## src/hw/rtl/hcmm_pkg.sv

```systemverilog
// shared types, address constants and command codes for the handheld console memory map
// no dependencies; imported by every module of the block

package hcmm_pkg;

    localparam int ADDR_W      = 16;
    localparam int DATA_W      = 8;
    localparam int BANK_ADDR_W = 15;

    // default oam dma length and its upper limit
    localparam int DMA_BYTES_DEF = 160;
    localparam int DMA_MAX       = 160;

    // depth of the queue between front and back
    localparam int QUEUE_DEPTH = 2;

    // address map
    localparam logic [ADDR_W-1:0] BANK_LIMIT  = 16'h8000;
    localparam logic [ADDR_W-1:0] EXT_LO      = 16'hA000;
    localparam logic [ADDR_W-1:0] EXT_HI      = 16'hBFFF;
    localparam logic [ADDR_W-1:0] WRAM_LO     = 16'hC000;
    localparam logic [ADDR_W-1:0] WRAM_HI     = 16'hDDFF;
    localparam logic [ADDR_W-1:0] ECHO_OFFSET = 16'h2000;
    localparam logic [ADDR_W-1:0] OAM_BASE    = 16'hFE00;
    localparam logic [ADDR_W-1:0] UNUSED_LO   = 16'hFEA0;
    localparam logic [ADDR_W-1:0] UNUSED_HI   = 16'hFEFF;
    localparam logic [ADDR_W-1:0] REG_JOYP    = 16'hFF00;
    localparam logic [ADDR_W-1:0] REG_DIV     = 16'hFF04;
    localparam logic [ADDR_W-1:0] REG_IF      = 16'hFF0F;
    localparam logic [ADDR_W-1:0] REG_NR52    = 16'hFF26;
    localparam logic [ADDR_W-1:0] REG_STAT    = 16'hFF41;
    localparam logic [ADDR_W-1:0] REG_DMA     = 16'hFF46;
    localparam logic [ADDR_W-1:0] REG_LOCK0   = 16'hFF76;
    localparam logic [ADDR_W-1:0] REG_LOCK1   = 16'hFF77;

    // read and merge masks
    localparam logic [DATA_W-1:0] OPEN_BUS  = 8'hFF;
    localparam logic [DATA_W-1:0] JOYP_READ = 8'h0F;
    localparam logic [DATA_W-1:0] IF_TOP    = 8'hE0;
    localparam logic [DATA_W-1:0] IF_MASK   = 8'h1F;
    localparam logic [DATA_W-1:0] STAT_KEEP = 8'h07;
    localparam logic [DATA_W-1:0] RO4_KEEP  = 8'h0F;

    // access commands on the input channel
    typedef enum logic [1:0] {
        CMD_READ  = 2'd0,
        CMD_WRITE = 2'd1,
        CMD_STORE = 2'd2,
        CMD_NONE  = 2'd3
    } t_cmd;

    // classified operation handed from front to back
    typedef enum logic [3:0] {
        OP_NONE,
        OP_BANK,
        OP_READ_CONST,
        OP_READ_MEM,
        OP_READ_IF,
        OP_PLAIN,
        OP_ECHO,
        OP_RMW3,
        OP_RMW4,
        OP_DMA
    } t_op_kind;

    typedef struct packed {
        t_op_kind           kind;
        logic [ADDR_W-1:0]  addr;
        logic [DATA_W-1:0]  data;
    } t_op;

    // back status, for the checks at the top level
    typedef struct packed {
        logic pop;
        logic emit;
        logic dma;
    } t_back_stat;

endpackage

```

## src/hw/rtl/hcmm_front.sv

```systemverilog
// front: classifies one access into a back-end operation
// depends on hcmm_pkg

module hcmm_front (
    input  logic [1:0]                 i_cmd,
    input  logic [hcmm_pkg::ADDR_W-1:0] i_address,
    input  logic [hcmm_pkg::DATA_W-1:0] i_write_data,
    input  logic                       i_ext_ram_enabled,
    output hcmm_pkg::t_op              o_op
);
    import hcmm_pkg::*;

    logic ext_off;

    assign ext_off = (i_address inside {[EXT_LO:EXT_HI]}) && !i_ext_ram_enabled;

    // decode the command and address into one operation
    always_comb begin
        o_op.kind = OP_NONE;
        o_op.addr = i_address;
        o_op.data = i_write_data;
        case (t_cmd'(i_cmd))
            CMD_READ: begin
                if (ext_off) begin
                    o_op.kind = OP_READ_CONST;
                    o_op.data = OPEN_BUS;
                end else if (i_address == REG_JOYP) begin
                    o_op.kind = OP_READ_CONST;
                    o_op.data = JOYP_READ;
                end else if (i_address == REG_IF) begin
                    o_op.kind = OP_READ_IF;
                end else begin
                    o_op.kind = OP_READ_MEM;
                end
            end
            CMD_WRITE: begin
                if (i_address < BANK_LIMIT) begin
                    o_op.kind = OP_BANK;
                end else if (i_address inside {[WRAM_LO:WRAM_HI]}) begin
                    o_op.kind = OP_ECHO;
                end else if (ext_off) begin
                    o_op.kind = OP_NONE;
                end else if (i_address inside {[UNUSED_LO:UNUSED_HI], REG_LOCK0, REG_LOCK1}) begin
                    o_op.kind = OP_NONE;
                end else if (i_address == REG_DMA) begin
                    o_op.kind = OP_DMA;
                end else if (i_address == REG_DIV) begin
                    o_op.kind = OP_PLAIN;
                    o_op.data = '0;
                end else if (i_address == REG_STAT) begin
                    o_op.kind = OP_RMW3;
                end else if (i_address inside {REG_NR52, REG_JOYP}) begin
                    o_op.kind = OP_RMW4;
                end else begin
                    o_op.kind = OP_PLAIN;
                end
            end
            CMD_STORE: begin
                o_op.kind = OP_PLAIN;
            end
            default: begin
                o_op.kind = OP_NONE;
            end
        endcase
    end

endmodule

```

## config.mk

```make
export PLATFORM = sky130hd
export DESIGN_NAME = hcmm_front
export DESIGN_NICKNAME = d
export VERILOG_FILES = /design/src/hw/rtl/hcmm_pkg.sv /design/src/hw/rtl/hcmm_front.sv
export SDC_FILE = /design/constraint.sdc
export NUM_CORES = 1
export LEC_CHECK = 0
export ABC_AREA = 1
export BUFFER_PORTS_ARGS = -buffer_cell sky130_fd_sc_hd__buf_2
export CORE_MARGIN = 5
export CORE_UTILIZATION = 47
export DETAILED_ROUTE_END_ITERATION = 6
export MAX_ROUTING_LAYER = met4
export PLACE_DENSITY_LB_ADDON = 0.2
export RECOVER_POWER = 100
export SLEW_MARGIN = 20
export SYNTH_ARGS = -nofsm -noshare
export SYNTH_HDL_FRONTEND = slang
export SYNTH_SLANG_ARGS = --single-unit
```

## constraint.sdc

```tcl
create_clock -name vclk -period 2.18
set_input_delay 0.109 -clock vclk [all_inputs]
set_output_delay 0.109 -clock vclk [all_outputs]
set_load 0.05 [all_outputs]
```

==> results.md <==
- Post-synth net total: 175
- TritonRoute pass-1 iters: 4
- Fillers: 186
- DRC viols: 0
- Syn-to-layout area delta: 17.2%
- Most used cell, CP: nand2_4
- Syn. warnings: 0
- Top cell type by total area after synthesis: nand2_1
- Max Transition Viols Final: 0
- Cts hold-fix bufs: 0
- Via density: 5.00
- 1st-iter DRT viols: 13
- Post-CTS Setup Bufs: 0
- Die height: 50.7 um
- Worst Setup Start Kind: input port
- Gpl congestion: 0.853
- Worst Hold Launch: i_address[11]
- Status: complete, no violations
- Avg Cell Area, Syn: 5.26 sq um
- FF+latch area: 0 sq um
- CP bufs+invs: 2
- GRT overflow: 0
- Critical Path Slowest Stage Cell: clkbuf_1
- Max-slew headroom: 59.8%
- Initial antenna violation count: 0
- Max cap viols: 0
- Setup TNS Final: 0 ns
- Site Rows: 14
- Worst Max-Slew Pin Slew: 0.605 ns
- Netlist Area Pre-Place: 778 sq um
- Maximum VDD drop: 179 uV
- Post-DR wirelength/cell: 10.3 um
- Largest net degree at the start of global routing: 9
- Total GRT Usage: 15.7%
- Synth top area share: 21.2%
- WL final: 2.07 mm
- Seq_cells: 0
- Layout cells sized above 1: 24.2%
- Final Hold Vio Count: 0
- Die X: 50.7 um
- Final Critical Period: 1.70 ns
- Worst-path cell chain: buf_2 > nor2_1 > nand2_1 > nor2_4 > nand2_4 > nand2_4 > nand2_4 > a21boi_4 > clkbuf_1
- Top Metal Used: met4
- Total power: 0.245 mW
- Cell count after synthesis: 148
- Met2 WL post-DR: 1.06 mm
- Post-CTS Resized: 0
- Number of I/O port buffers: 55
- Top cells by area, synth: nand2_1 (21%), buf_4 (15%), nand3_1 (14%)
- Leak Pwr: 0.560 nW
- Critical Path Max Stage Delay: 0.48 ns
- Final worst path period share: 78.2%
- Metal1 wirelength: 840 um
- Setup repair after global routing missed its margin: no
- DIE AREA: 2570 sq um
- CP top delay family: simple AND/OR/NAND/NOR gates
- Critical Path AT: 1.60 ns
- Post-synthesis sequential area ratio: 0%
- Metal3 WL: 168 um
- Final-report setup violation count: 0
- Vias: 1010
- Pwr per Cell Area: 268 nW/um^2
- Post-layout net count: 215
- First-pass GRT wire length: 3.39 mm
- Crit. End Element: output pin
- HPWL Detailed: 1.87 mm
- Clock buffer count: 0
- Worst Setup SP: i_address[0]
- F_max: 587 MHz
- Area of the core: 1540 sq um
- Remaining antenna violation count: 0
- Worst Path Required: 2.07 ns
- Crit-path max FO: 5
- Initial Utilization: 50.5%
- Worst Hold Class: in2out
- Synth unique cells: 19
- Ant. Diodes: 0
- Vias in the first global route: 903
- IO Pins: 55
- Final hold slack: 0.607 ns
- Critical path type: in2out
-- cell usage in the layout (no fill, tap or decap) --
cell      netlist  routed
nand2_1        44      44
buf_2           1      28
clkbuf_1        0      27
nor2_1         23      24
nand3_1        21      21
inv_1          16      16
nand2_4         4       4
o21ai_0         4       4
nand4_1         3       3
inv_2           2       2
nand2_2         2       2
nor2_8          2       2
nor2_2          3       2
nor2_4          2       2
nand4_2         1       1
nand3b_1        1       1
and3_2          1       1
a21boi_4        1       1
nor3_1          1       1
-- kinds of logic after synthesis --
logic type / after synthesis / synth area share [%]
AOI/OAI and AO/OA: 5 / 4.98
buffers and inverters: 35 / 24.8
and+or+nand+nor: 108 / 70.3
-- cell usage after synthesis --
master and number:
nand2_1 44, nor2_1 23, nand3_1 21, buf_4 16, inv_1 16, nand2_4 4, o21ai_0 4, nand4_1 3
nor2_2 3, inv_2 2, nand2_2 2, nor2_4 2, nor2_8 2, a21boi_4 1, and3_2 1, buf_2 1
nand3b_1 1, nand4_2 1, nor3_1 1
-- through the flow --
step / setup WS, ns / instance area (sq um) / utilization [%] / cells
2_1_floorplan: 0.489 / 778 / - / 148
3_3_place_gp: 0.822 / 948 / 61.5 / 202
3_5_place_dp: 0.772 / 948 / 61.5 / 202
4_1_cts: 0.770 / 948 / 61.5 / 202
5_1_grt: 0.408 / 912 / 59.2 / 202
6_report: 0.476 / 912 / 59.2 / 202
-- power breakdown --
| group | internal (mW) | switching, mW | total, mW |
|---|---|---|---|
| Sequential | 0 | 0 | 0 |
| Combinational | 0.0553 | 0.190 | 0.245 |
| Clock | 0 | 0 | 0 |
-- routing by layer --
| layer | global-route usage (%) | vias up |
|---|---|---|
| met5 | - | - |
| met4 | 3.40 | 0 |
| met3 | 0.592 | 2 |
| met2 | 28.7 | 38 |
| met1 | 18.6 | 439 |
| li1 | - | 531 |
-- cell type report --
class / count / area [sq um] / share of cell area (%)
Timing Repair Buffer: 55 / 241 / 26.5
Multi-Input combinational cell: 113 / 583 / 63.9
Tap cell: 16 / 20.0 / 2.19
Inverter: 18 / 67.6 / 7.41
-- path summary, 6_finish.rpt --
check | endpoint | slack [ns] | cells past startpoint
min | o_op[19] | 0.61 | 2
max | o_op[3] | 0.48 | 9
(Power assumes the default switching activity.)
