--- config.mk ---
export PLATFORM = sky130hd
export DESIGN_NAME = hcmm_queue
export DESIGN_NICKNAME = d
export VERILOG_FILES = /design/src/hw/rtl/hcmm_pkg.sv /design/src/hw/rtl/hcmm_queue.sv
export SDC_FILE = /design/constraint.sdc
export NUM_CORES = 1
export LEC_CHECK = 0
export ABC_AREA = 1
export BUFFER_PORTS_ARGS = -buffer_cell sky130_fd_sc_hd__buf_2
export CORE_UTILIZATION = 40
export DETAILED_ROUTE_END_ITERATION = 8
export PLACE_DENSITY_LB_ADDON = 0.15
export SETUP_SLACK_MARGIN = 0.3
export SYNTH_ARGS = -nofsm -noshare
export SYNTH_HDL_FRONTEND = slang
export SYNTH_SLANG_ARGS = --single-unit
--- constraint.sdc ---
create_clock -name i_clk -period 3 [get_ports i_clk]
set_input_delay 0.3 -clock i_clk [delete_from_list [all_inputs] [get_ports i_clk]]
set_output_delay 0.3 -clock i_clk [all_outputs]
set_load 0.03 [all_outputs]
--- src/hw/rtl/hcmm_pkg.sv ---
// shared types, address constants and command codes for the handheld console memory map
// no dependencies; imported by every module of the block

package hcmm_pkg;

    localparam int ADDR_W      = 16;
    localparam int DATA_W      = 8;
    localparam int BANK_ADDR_W = 15;

    // default oam dma length and its upper limit
    localparam int DMA_BYTES_DEF = 160;
    localparam int DMA_MAX       = 160;

    // depth of the queue between front and back
    localparam int QUEUE_DEPTH = 2;

    // address map
    localparam logic [ADDR_W-1:0] BANK_LIMIT  = 16'h8000;
    localparam logic [ADDR_W-1:0] EXT_LO      = 16'hA000;
    localparam logic [ADDR_W-1:0] EXT_HI      = 16'hBFFF;
    localparam logic [ADDR_W-1:0] WRAM_LO     = 16'hC000;
    localparam logic [ADDR_W-1:0] WRAM_HI     = 16'hDDFF;
    localparam logic [ADDR_W-1:0] ECHO_OFFSET = 16'h2000;
    localparam logic [ADDR_W-1:0] OAM_BASE    = 16'hFE00;
    localparam logic [ADDR_W-1:0] UNUSED_LO   = 16'hFEA0;
    localparam logic [ADDR_W-1:0] UNUSED_HI   = 16'hFEFF;
    localparam logic [ADDR_W-1:0] REG_JOYP    = 16'hFF00;
    localparam logic [ADDR_W-1:0] REG_DIV     = 16'hFF04;
    localparam logic [ADDR_W-1:0] REG_IF      = 16'hFF0F;
    localparam logic [ADDR_W-1:0] REG_NR52    = 16'hFF26;
    localparam logic [ADDR_W-1:0] REG_STAT    = 16'hFF41;
    localparam logic [ADDR_W-1:0] REG_DMA     = 16'hFF46;
    localparam logic [ADDR_W-1:0] REG_LOCK0   = 16'hFF76;
    localparam logic [ADDR_W-1:0] REG_LOCK1   = 16'hFF77;

    // read and merge masks
    localparam logic [DATA_W-1:0] OPEN_BUS  = 8'hFF;
    localparam logic [DATA_W-1:0] JOYP_READ = 8'h0F;
    localparam logic [DATA_W-1:0] IF_TOP    = 8'hE0;
    localparam logic [DATA_W-1:0] IF_MASK   = 8'h1F;
    localparam logic [DATA_W-1:0] STAT_KEEP = 8'h07;
    localparam logic [DATA_W-1:0] RO4_KEEP  = 8'h0F;

    // access commands on the input channel
    typedef enum logic [1:0] {
        CMD_READ  = 2'd0,
        CMD_WRITE = 2'd1,
        CMD_STORE = 2'd2,
        CMD_NONE  = 2'd3
    } t_cmd;

    // classified operation handed from front to back
    typedef enum logic [3:0] {
        OP_NONE,
        OP_BANK,
        OP_READ_CONST,
        OP_READ_MEM,
        OP_READ_IF,
        OP_PLAIN,
        OP_ECHO,
        OP_RMW3,
        OP_RMW4,
        OP_DMA
    } t_op_kind;

    typedef struct packed {
        t_op_kind           kind;
        logic [ADDR_W-1:0]  addr;
        logic [DATA_W-1:0]  data;
    } t_op;

    // back status, for the checks at the top level
    typedef struct packed {
        logic pop;
        logic emit;
        logic dma;
    } t_back_stat;

endpackage

--- src/hw/rtl/hcmm_queue.sv ---
// short fifo of classified operations between front and back
// depends on hcmm_pkg

module hcmm_queue (
    input  logic          i_clk,
    input  logic          i_rst_n,
    input  logic          i_push,
    input  hcmm_pkg::t_op i_op,
    output logic          o_full,
    input  logic          i_pop,
    output hcmm_pkg::t_op o_op,
    output logic          o_valid
);
    import hcmm_pkg::*;

    localparam int PTR_W = (QUEUE_DEPTH > 1) ? $clog2(QUEUE_DEPTH) : 1;
    localparam int CNT_W = $clog2(QUEUE_DEPTH + 1);
    localparam logic [PTR_W-1:0] PTR_LAST = PTR_W'(QUEUE_DEPTH - 1);
    localparam logic [CNT_W-1:0] CNT_FULL = CNT_W'(QUEUE_DEPTH);

    t_op              r_slot [QUEUE_DEPTH];
    logic [PTR_W-1:0] r_wr_ptr, r_rd_ptr;
    logic [CNT_W-1:0] r_count;

    assign o_full  = (r_count == CNT_FULL);
    assign o_valid = (r_count != '0);
    assign o_op    = r_slot[r_rd_ptr];

    // pointers and fill count
    always_ff @(posedge i_clk) begin
        if (!i_rst_n) begin
            r_wr_ptr <= '0;
            r_rd_ptr <= '0;
            r_count  <= '0;
        end else begin
            if (i_push) begin
                r_wr_ptr <= (r_wr_ptr == PTR_LAST) ? '0 : r_wr_ptr + 1'b1;
            end
            if (i_pop) begin
                r_rd_ptr <= (r_rd_ptr == PTR_LAST) ? '0 : r_rd_ptr + 1'b1;
            end
            if (i_push && !i_pop) begin
                r_count <= r_count + 1'b1;
            end else if (!i_push && i_pop) begin
                r_count <= r_count - 1'b1;
            end
        end
    end

    // entry storage
    always_ff @(posedge i_clk) begin
        if (i_push) begin
            r_slot[r_wr_ptr] <= i_op;
        end
    end

endmodule

==> results.yml, run 1 <==
synth:
  netlist_instances: 122
  synth_top_area_share_pct: 71.5
  ys_ff_latch: 61
  postSynthAreaPerCell_um2: 19.3
  synth_area_um2: 2350
  synthTopCellsByArea: "edfxtp_1, mux2_4, dfxtp_1"
  yosysMostFrequentCell: "edfxtp_1"
  async_flop_share_pct: 0
  synth-edff-count: 56
  synthesis.nets: 155
  yosysSeqAreaShare_pct: 75.8
  yosysWarnings: 0
  synth.top_cells.by_count: "edfxtp_1, mux2_4, nand2_1"
  synth_top_cell_by_area: "edfxtp_1"
  yosysUniqueCellTypes: 14
  synth-main-ff-cell: "edfxtp_1"
drt:
  num_vias: 1250
  routed_wl_mm: 3.83
  via_per_inst: 4.63
  route.antenna.remaining_nets: 0
  drtIter0Drc: 69
  first_pass_iters: 4
  wl_per_cell_um: 14.2
  drc: 0
power:
  vdd_drop_max_mv: 0.417
  p_leak_nw: 1.21
  totalPowerFinal_mw: 1.99
  powerDensity_nw_per_um2: 682
worst_setup_path:
  path_cells: "mux2_2 -> buf_2"
  path_buf_inv: 1
  end_kind: "output port"
  cp_max_fo: 28
  reg2reg_depth: 3
  cp.required_ps: 2700
  cp_top_family: "flip-flops"
  critPathMaxStageDelay_ps: 910
  path_depth: 2
  cp_slowest_cell: "dfxtp_2"
  start_kind: "flip-flop"
  cp.arrival_ps: 1830
  crit_type: "flip-flop to output port"
placement:
  placed_cell_area_um2: 2720
  placedCellCount: 255
  place.gp.congestion: 0.666
  dp_hpwl_mm: 2.62
  pre_cts_ws_ps: 1190
  port_buffers: 61
grt:
  grt_util_all_layers_pct: 14.2
  grt_pass1_wl_mm: 6.21
  grt_pass1_vias: 1335
  gr-total-overflow: 0
  grt_max_degree: 29
  grt_antenna_before_repair: 0
layout:
  fin_cells: 270
  fin_area_um2: 2920
  antenna_cells: 0
  fill_cells: 490
  fin_nets: 227
  areaGrowthSynthToFinish_pct: 24.4
  drive_gt1_share_pct: 54.5
cts:
  cts-resized-gates: 0
  cts_setup_buffers: 0
  hold_buffers: 0
  cts_made_buffers: 9
  clockBufferDepth: 2
  cts_tree: "built"
  worst_skew_pair.late_latency_ps: 330
  cts.clk_slew.worst_paths_ps: 60
  cts_num_sinks: 61
  cts_root_buf: "clkbuf_8"
  cts_max_level: 3
sta:
  max_slew.worst_pin.slew_ps: 888
  maxClockFrequency_ghz: 0.469
  relSlewSlack_pct: 40.8
  layout_setup_ws_ps: 870
  setup_viol: 0
  hold_viol: 0
  fin_skew_ps: 5.21
  finalMaxSlewViolations: 0
  grt_setup_unrepaired: "false"
  totalNegativeSetupSlack_ps: 0
  fin_crit_sh_pct: 71.0
  fin_crit_ps: 2130
die:
  placementRows: 27
  fp.coreArea_um2: 5570
  initial_utilization_pct: 42.2
  die_area_um2: 6190
  die_y_um: 78.7
  die_w_um: 78.7
  ios: 62
min_path:
  hp-class: "primary input to flip-flop"
  holdPathStages: 1
flow_run:
  cap_violations: 0
outcome:
  status: "complete, no violations"
==> worst register-to-register path, stage by stage, from the launching register on <==
cell and delay [ps]:
dfxtp_1 360, nand2_1 80, inv_1 440, buf_4 350
==> path summary, 6_finish.rpt <==
kind	start	to	slack, ps
setup / recovery	flip-flop	o_op[7]	870
hold / removal	i_op[16]	r_slot[0][16]	160
setup reg to reg	r_wr_ptr	r_slot[1][6]	1460
hold reg to reg	r_rd_ptr	r_rd_ptr	510
==> state kept, by name (all words and copies together) (netlist names), named ones only <==
| signal | count |
|---|---|
| r_slot | 56 |
| r_count | 2 |
| r_rd_ptr | 1 |
| r_wr_ptr | 1 |
==> power by group <==
part | internal (mW) | total [mW] | leakage, nW | switching (mW)
Combinational | 0.0988 | 0.243 | 0.533 | 0.144
Sequential | 0.981 | 1.01 | 0.568 | 0.0270
Clock | 0.455 | 0.743 | 0.106 | 0.288
Total | 1.53 | 1.99 | 1.21 | 0.459
==> kinds of logic after synthesis <==
group,count (synthesis),share of synthesized area (%)
AO/OA/AOI/OAI,2,0.425
adder cells (fa/ha/maj),1,0.532
buffers and inverters,11,3.46
flip-flops,61,75.8
multiplexers,28,16.6
AND/OR/NAND/NOR,19,3.19
==> layout make-up <==
| cell class | count | area [um^2] | share of cell area, % |
|---|---|---|---|
| repair buffers | 64 | 328 | 11.2 |
| clock buffers | 9 | 124 | 4.24 |
| multi-input cells | 50 | 490 | 16.8 |
| clock inverters | 6 | 78.8 | 2.70 |
| flip-flops and latches | 61 | 1780 | 61.0 |
| well taps | 72 | 90.1 | 3.08 |
| inverters | 8 | 30.0 | 1.03 |
==> routing by layer <==
layer | vias up | wire length [um] | track usage (%)
li1 | 596 | - | -
met1 | 605 | 1460 | 14.6
met2 | 43 | 2040 | 24.3
met3 | 6 | 253 | 4.77
met4 | 0 | 74 | 9.44
met5 | - | 0 | 0
==> layout by cell type, fill, tap and decap left out <==
cell       count
bufinv_16      2
buf_2         61
mux2_4        20
nor2_2         1
nor2_1         7
clkinv_2       3
inv_1          8
o21ai_0        1
dfxtp_2        1
nand2_1        9
clkinv_1       1
ha_1           1
mux2_2         8
nand4_1        1
buf_4          3
dfxtp_1        4
clkbuf_8       9
nand3_1        1
edfxtp_1      56
a21oi_1        1
==> per-stage QoR <==
step | hold WS [ps] | utilization [%]
final | 160 | 52.5
after global routing | 134 | 52.5
after CTS | 139 | 52.5
after detailed placement | 490 | 48.8
after global placement | 479 | 48.8
after floorplan | 399 | -
(Power assumes the default switching activity.)
==> run 2: changes to the inputs <==
==> constraint.sdc (replaced) <==
create_clock -name i_clk -period 2 [get_ports i_clk]
set_input_delay 0.2 -clock i_clk [delete_from_list [all_inputs] [get_ports i_clk]]
set_output_delay 0.2 -clock i_clk [all_outputs]
set_load 0.03 [all_outputs]
==> run 2 against run 1 <==
- largest power group unchanged
- critical path type unchanged
- critical endpoint is now o_op[19]
- setup slack lost 440 ps
- clock skew shrank 0.81 ps
- sequential power grew 48%
- cell count grew 1.9%
==> results.yml, run 2 (synthesis gave the netlist of run 1 again) <==
sta:
  fin_skew_ps: 4.40
  layout_setup_ws_ps: 426
  relSlewSlack_pct: 86.2
  setup_viol: 0
  fin_crit_ps: 1570
  grt_setup_unrepaired: "false"
  hold_viol: 0
  max_slew.worst_pin.slew_ps: 207
  fin_crit_sh_pct: 78.7
  maxClockFrequency_ghz: 0.635
  totalNegativeSetupSlack_ps: 0
  finalMaxSlewViolations: 0
worst_setup_path:
  cp_max_fo: 14
  end_kind: "output port"
  cp.required_ps: 1800
  start_kind: "flip-flop"
  timing.rr.start: "r_wr_ptr"
  crit_type: "flip-flop to output port"
  cp.arrival_ps: 1370
die:
  die_y_um: 78.7
  ios: 62
  die_area_um2: 6190
  fp.coreArea_um2: 5570
  die_w_um: 78.7
  initial_utilization_pct: 42.2
  placementRows: 27
layout:
  final_cell_mix: "buf_2, edfxtp_1, mux2_4"
  regArea_um2: 1790
  layout_commonest_cell: "buf_2"
  fin_cells: 275
  final_util_pct: 52.3
  areaGrowthSynthToFinish_pct: 24.1
  largest_register_ff_count: 56
  largestRegisters: "r_slot: 56 flops, r_count: 2 flops"
  multi_input_area_um2: 490
  antenna_cells: 0
  fill_cells: 496
  drive_gt1_share_pct: 53.2
  top_register: "r_slot"
  fin_nets: 231
  fin_area_um2: 2920
drt:
  drc: 0
  routed_wl_mm: 3.97
  drtIter0Drc: 33
  first_pass_iters: 4
  num_vias: 1254
  via_per_inst: 4.56
  route.antenna.remaining_nets: 0
  wl_per_cell_um: 14.4
placement:
  place.gp.congestion: 0.613
  dp_hpwl_mm: 2.80
  pre_cts_ws_ps: 537
  placed_cell_area_um2: 2760
  port_buffers: 61
  placedCellCount: 258
min_path:
  hp-class: "primary input to flip-flop"
  min_from: "i_op[7]"
power:
  p_sw_mw: 0.674
  power.clock.fraction_pct: 31.2
  vdd_drop_max_mv: 0.566
  p_leak_nw: 1.20
  powerDensity_nw_per_um2: 940
  combPwrFrac_pct: 14.4
  pwr-share-seq_pct: 54.4
  internal_power_mw: 2.07
  p_sw_share_pct: 24.6
cts:
  cts_num_sinks: 61
  cts_max_level: 3
  cts_tree: "built"
  cts_root_buf: "clkbuf_8"
  cts_made_buffers: 9
  cts.clk_slew.worst_paths_ps: 60
  worst_skew_pair.late_latency_ps: 320
  hold_buffers: 0
  clockBufferDepth: 2
grt:
  grt_pass1_vias: 1354
  grt_max_degree: 15
  grt_util_all_layers_pct: 14.1
  gr-total-overflow: 0
  grt_pass1_wl_mm: 6.13
  grt_antenna_before_repair: 0
flow_run:
  cap_violations: 0
outcome:
  status: "complete, no violations"
==> run 2: cell count changes in the layout (fill, tap and decap cells not counted) <==
cell and delta:
dfxtp_4 +1, clkbuf_1 +4, clkinv_1 +1, buf_4 +3, dfxtp_2 -1, bufinv_16 -2
clkinv_2 -2, buf_12 +1
==> run 2: final timing paths <==
check	slack [ps]	endpoint	depth (start not counted)
worst min register to register	520	r_wr_ptr	2
worst max register to register	930	r_slot[1][20]	3
worst min-delay path	60	r_slot[0][7]	1
worst max-delay path	430	o_op[19]	3
==> run 2: power by group through the flow <==
| stage | clock network, mW | registers (mW) | logic [mW] |
|---|---|---|---|
| floorplan | 0 | 1.51 | 0.285 |
| finish | 0.855 | 1.49 | 0.396 |
| detailed placement | 0 | 1.53 | 0.391 |
| global placement | 0 | 1.52 | 0.381 |
| CTS | 0.887 | 1.49 | 0.401 |
| global route | 0.938 | 1.50 | 0.420 |
==> run 2: final cells by class <==
cell class,instances,share of cell area (%)
Clock buffer,13,4.76
Clock inverter,3,0.429
Inverter,8,1.03
Multi-Input combinational cell,50,16.8
Sequential cell,61,61.2
Tap cell,72,3.09
Timing Repair Buffer,68,12.7
==> run 2: stage by stage <==
stage | hold slack, ps | total power, mW
floorplan | 299 | 1.80
global placement | 387 | 1.90
detailed placement | 394 | 1.92
CTS | 47.5 | 2.78
global route | 39.1 | 2.86
finish | 64.5 | 2.74
==> run 2: layer usage <==
| layer | share of wire, % | routed length [um] | global-route usage, % |
|---|---|---|---|
| met3 | 6.3 | 249 | 5.35 |
| met2 | 53 | 2100 | 24.6 |
| met5 | 0 | 0 | 0 |
| met1 | 39 | 1540 | 13.4 |
| met4 | 2.2 | 89 | 10.0 |
==> run 2: worst max-delay path, stage by stage (launching register included) <==
cell and delay [ps]:
dfxtp_4 370, buf_12 150, mux2_2 350, buf_2 180
==> run 2: repair_timing <==
| item | 4_1_cts | 5_1_grt |
|---|---|---|
| buffers inserted | 1 | 0 |
| endpoints found under the setup margin | 21 | 0 |
| hold endpoints to repair | 0 | 0 |
| resized for setup | 1 | 0 |
==> run 3: changes to the inputs <==
--- a/config.mk
+++ b/config.mk
@@ -5,7 +5,7 @@
 export SDC_FILE = /design/constraint.sdc
 export NUM_CORES = 1
 export LEC_CHECK = 0
-export ABC_AREA = 1
+export ABC_AREA = 0
 export BUFFER_PORTS_ARGS = -buffer_cell sky130_fd_sc_hd__buf_2
 export CORE_UTILIZATION = 40
 export DETAILED_ROUTE_END_ITERATION = 8
==> constraint.sdc (replaced) <==
create_clock -name i_clk -period 1.4 [get_ports i_clk]
set_input_delay 0.14 -clock i_clk [delete_from_list [all_inputs] [get_ports i_clk]]
set_output_delay 0.14 -clock i_clk [all_outputs]
set_load 0.03 [all_outputs]
==> run 3 against run 2 <==
- the flow now finishes with violations (negative setup slack)
- critical path type unchanged
- highest routed layer unchanged
- global-route usage grew 2.0 points
- utilization increased by 14 points
- hold slack improved by 9.6 ps
- power is 69% higher
- wire length up 7.0%
- clock skew about the same
- die area decreased by 4.4%
- critical endpoint is now o_op[3]
==> results.yml, run 3 <==
outcome:
  status: "finished with violations"
  violations: "negative setup slack"
sta:
  hold_viol: 0
  fin_skew_ps: 4.47
  grt_setup_unrepaired: "true"
  maxClockFrequency_ghz: 0.680
  fin_crit_ps: 1470
  relSlewSlack_pct: 84.8
  fin_crit_sh_pct: 105
  max_slew.worst_pin.slew_ps: 226
  setup_viol: 28
  finalMaxSlewViolations: 0
  layout_setup_ws_ps: -69.7
flow_run:
  cap_violations: 0
die:
  placementRows: 26
  ios: 62
  die_w_um: 76.9
  die_area_um2: 5920
  die_y_um: 76.9
  initial_utilization_pct: 42.6
  fp.coreArea_um2: 5270
drt:
  first_pass_iters: 4
  num_vias: 1334
  routed_wl_mm: 4.25
  route.antenna.remaining_nets: 0
  drc: 0
  wl_per_cell_um: 14.8
  drtIter0Drc: 41
  via_per_inst: 4.63
synth:
  yosysWarnings: 0
  synth-edff-count: 56
  postSynthAreaPerCell_um2: 20.6
  synth_top_area_share_pct: 74.9
  synth.top_cells.by_count: "edfxtp_1, mux2_2, dfxtp_1, and2_1"
  synthesis.nets: 142
  ys_ff_latch: 61
  yosysSeqAreaShare_pct: 79.3
  async_flop_share_pct: 0
  synthTopCellsByArea: "edfxtp_1, mux2_2, dfxtp_1"
  synth_area_um2: 2250
  yosysUniqueCellTypes: 17
  synth_top_cell_by_area: "edfxtp_1"
  synth-main-ff-cell: "edfxtp_1"
  yosysMostFrequentCell: "edfxtp_1"
  netlist_instances: 109
power:
  p_sw_mw: 1.08
  power.clock.fraction_pct: 34.5
  p_sw_share_pct: 23.3
  pwr-share-seq_pct: 46.2
  powerDensity_nw_per_um2: 1320
  p_leak_nw: 1.42
  combPwrFrac_pct: 19.3
  vdd_drop_max_mv: 1.15
  internal_power_mw: 3.56
min_path:
  hp-class: "primary input to flip-flop"
  holdPathStages: 2
worst_setup_path:
  reg2reg_depth: 4
  cp.arrival_ps: 1330
  crit_type: "flip-flop to output port"
  start_kind: "flip-flop"
  cp.required_ps: 1260
  cp_max_fo: 12
  end_kind: "output port"
layout:
  final_cell_mix: "edfxtp_1, buf_2, buf_6"
  areaGrowthSynthToFinish_pct: 56.8
  top_register: "r_slot"
  largestRegisters: "r_slot: 56 flops, r_count: 2 flops"
  fin_nets: 246
  final_util_pct: 66.8
  largest_register_ff_count: 56
  layout_commonest_cell: "edfxtp_1"
  antenna_cells: 0
  drive_gt1_share_pct: 54.1
cts:
  cts_made_buffers: 9
  cts_root_buf: "clkbuf_8"
  cts_num_sinks: 61
  clockBufferDepth: 2
  cts.clk_slew.worst_paths_ps: 60
  worst_skew_pair.late_latency_ps: 330
  cts_max_level: 3
  cts_tree: "built"
grt:
  grt_antenna_before_repair: 0
  grt_pass1_vias: 1450
  gr-total-overflow: 0
  grt_pass1_wl_mm: 6.82
  grt_max_degree: 30
  grt_util_all_layers_pct: 16.1
placement:
  pre_cts_ws_ps: 174
  dp_hpwl_mm: 2.44
  port_buffers: 61
  place.gp.congestion: 0.655
==> run 3: metal layers <==
layer | up-vias | global-route usage [%] | routed length, um
met5 | - | 0 | 0
met4 | 0 | 11.0 | 78
met3 | 7 | 4.52 | 190
met2 | 42 | 29.0 | 2390
met1 | 659 | 15.8 | 1590
li1 | 626 | - | -
==> run 3: worst paths after layout <==
| path | from | endpoint | slack (ps) |
|---|---|---|---|
| max reg2reg | r_count[0] | r_count[1] | 270 |
| max | flip-flop | o_op[3] | -70 |
| min | i_rst_n | r_wr_ptr | 70 |
| min reg2reg | r_count[1] | r_count[1] | 540 |
==> run 3: area by class of cell <==
class	count	area, um^2
sequential	61	1790
tap	70	87.6
fill	392	1750
clock buffer	9	124
timing repair buffer	95	867
multi-input combinational	45	571
clock inverter	7	80.1
inverter	1	3.75
==> run 3: per-stage QoR <==
step	std cells	TNS (ps)	instance area, um^2	total power, mW	hold slack [ps]
finish	288	-1560	3520	4.64	74.1
global placement	241	0	2750	2.80	327
CTS	287	-2210	3500	4.67	56.2
global route	288	-2750	3520	4.81	56.7
detailed placement	241	0	2750	2.82	331
floorplan	109	0	2350	2.63	239
==> run 3: timing repair <==
action,CTS,global route
endpoints found under the setup margin,58,31
hold buffers,28,0
buffers inserted,1,1
resized for setup,76,6
pin swaps,4,3
cloned,1,0
hold endpoints to repair,56,0
==> run 3: kinds of logic (layout without fill, tap and decap cells) <==
logic type / count (synthesis) / count (layout) / synth area share (%)
AND/OR/NAND/NOR: 9 / 10 / 2.62
adder cells (fa/ha/maj): 1 / 1 / 0.557
buffers and inverters: 4 / 112 / 1.39
flip-flops: 61 / 61 / 79.3
XOR/XNOR: 3 / 3 / 1.17
AO/OA/AOI/OAI: 3 / 3 / 0.891
multiplexers: 28 / 28 / 14.0
==> run 3: power groups by stage <==
| stage | clock network [mW] | logic (mW) | registers (mW) |
|---|---|---|---|
| after global routing | 1.72 | 0.943 | 2.15 |
| after floorplan | 0 | 0.469 | 2.16 |
| after global placement | 0 | 0.627 | 2.17 |
| after CTS | 1.64 | 0.887 | 2.14 |
| final | 1.60 | 0.896 | 2.14 |
| after detailed placement | 0 | 0.646 | 2.17 |
==> run 3: worst max-delay path, cell delays in order, from the launching register on <==
cell and delay, ps:
dfxtp_4 390, buf_12 160, mux2_4 310, buf_6 140
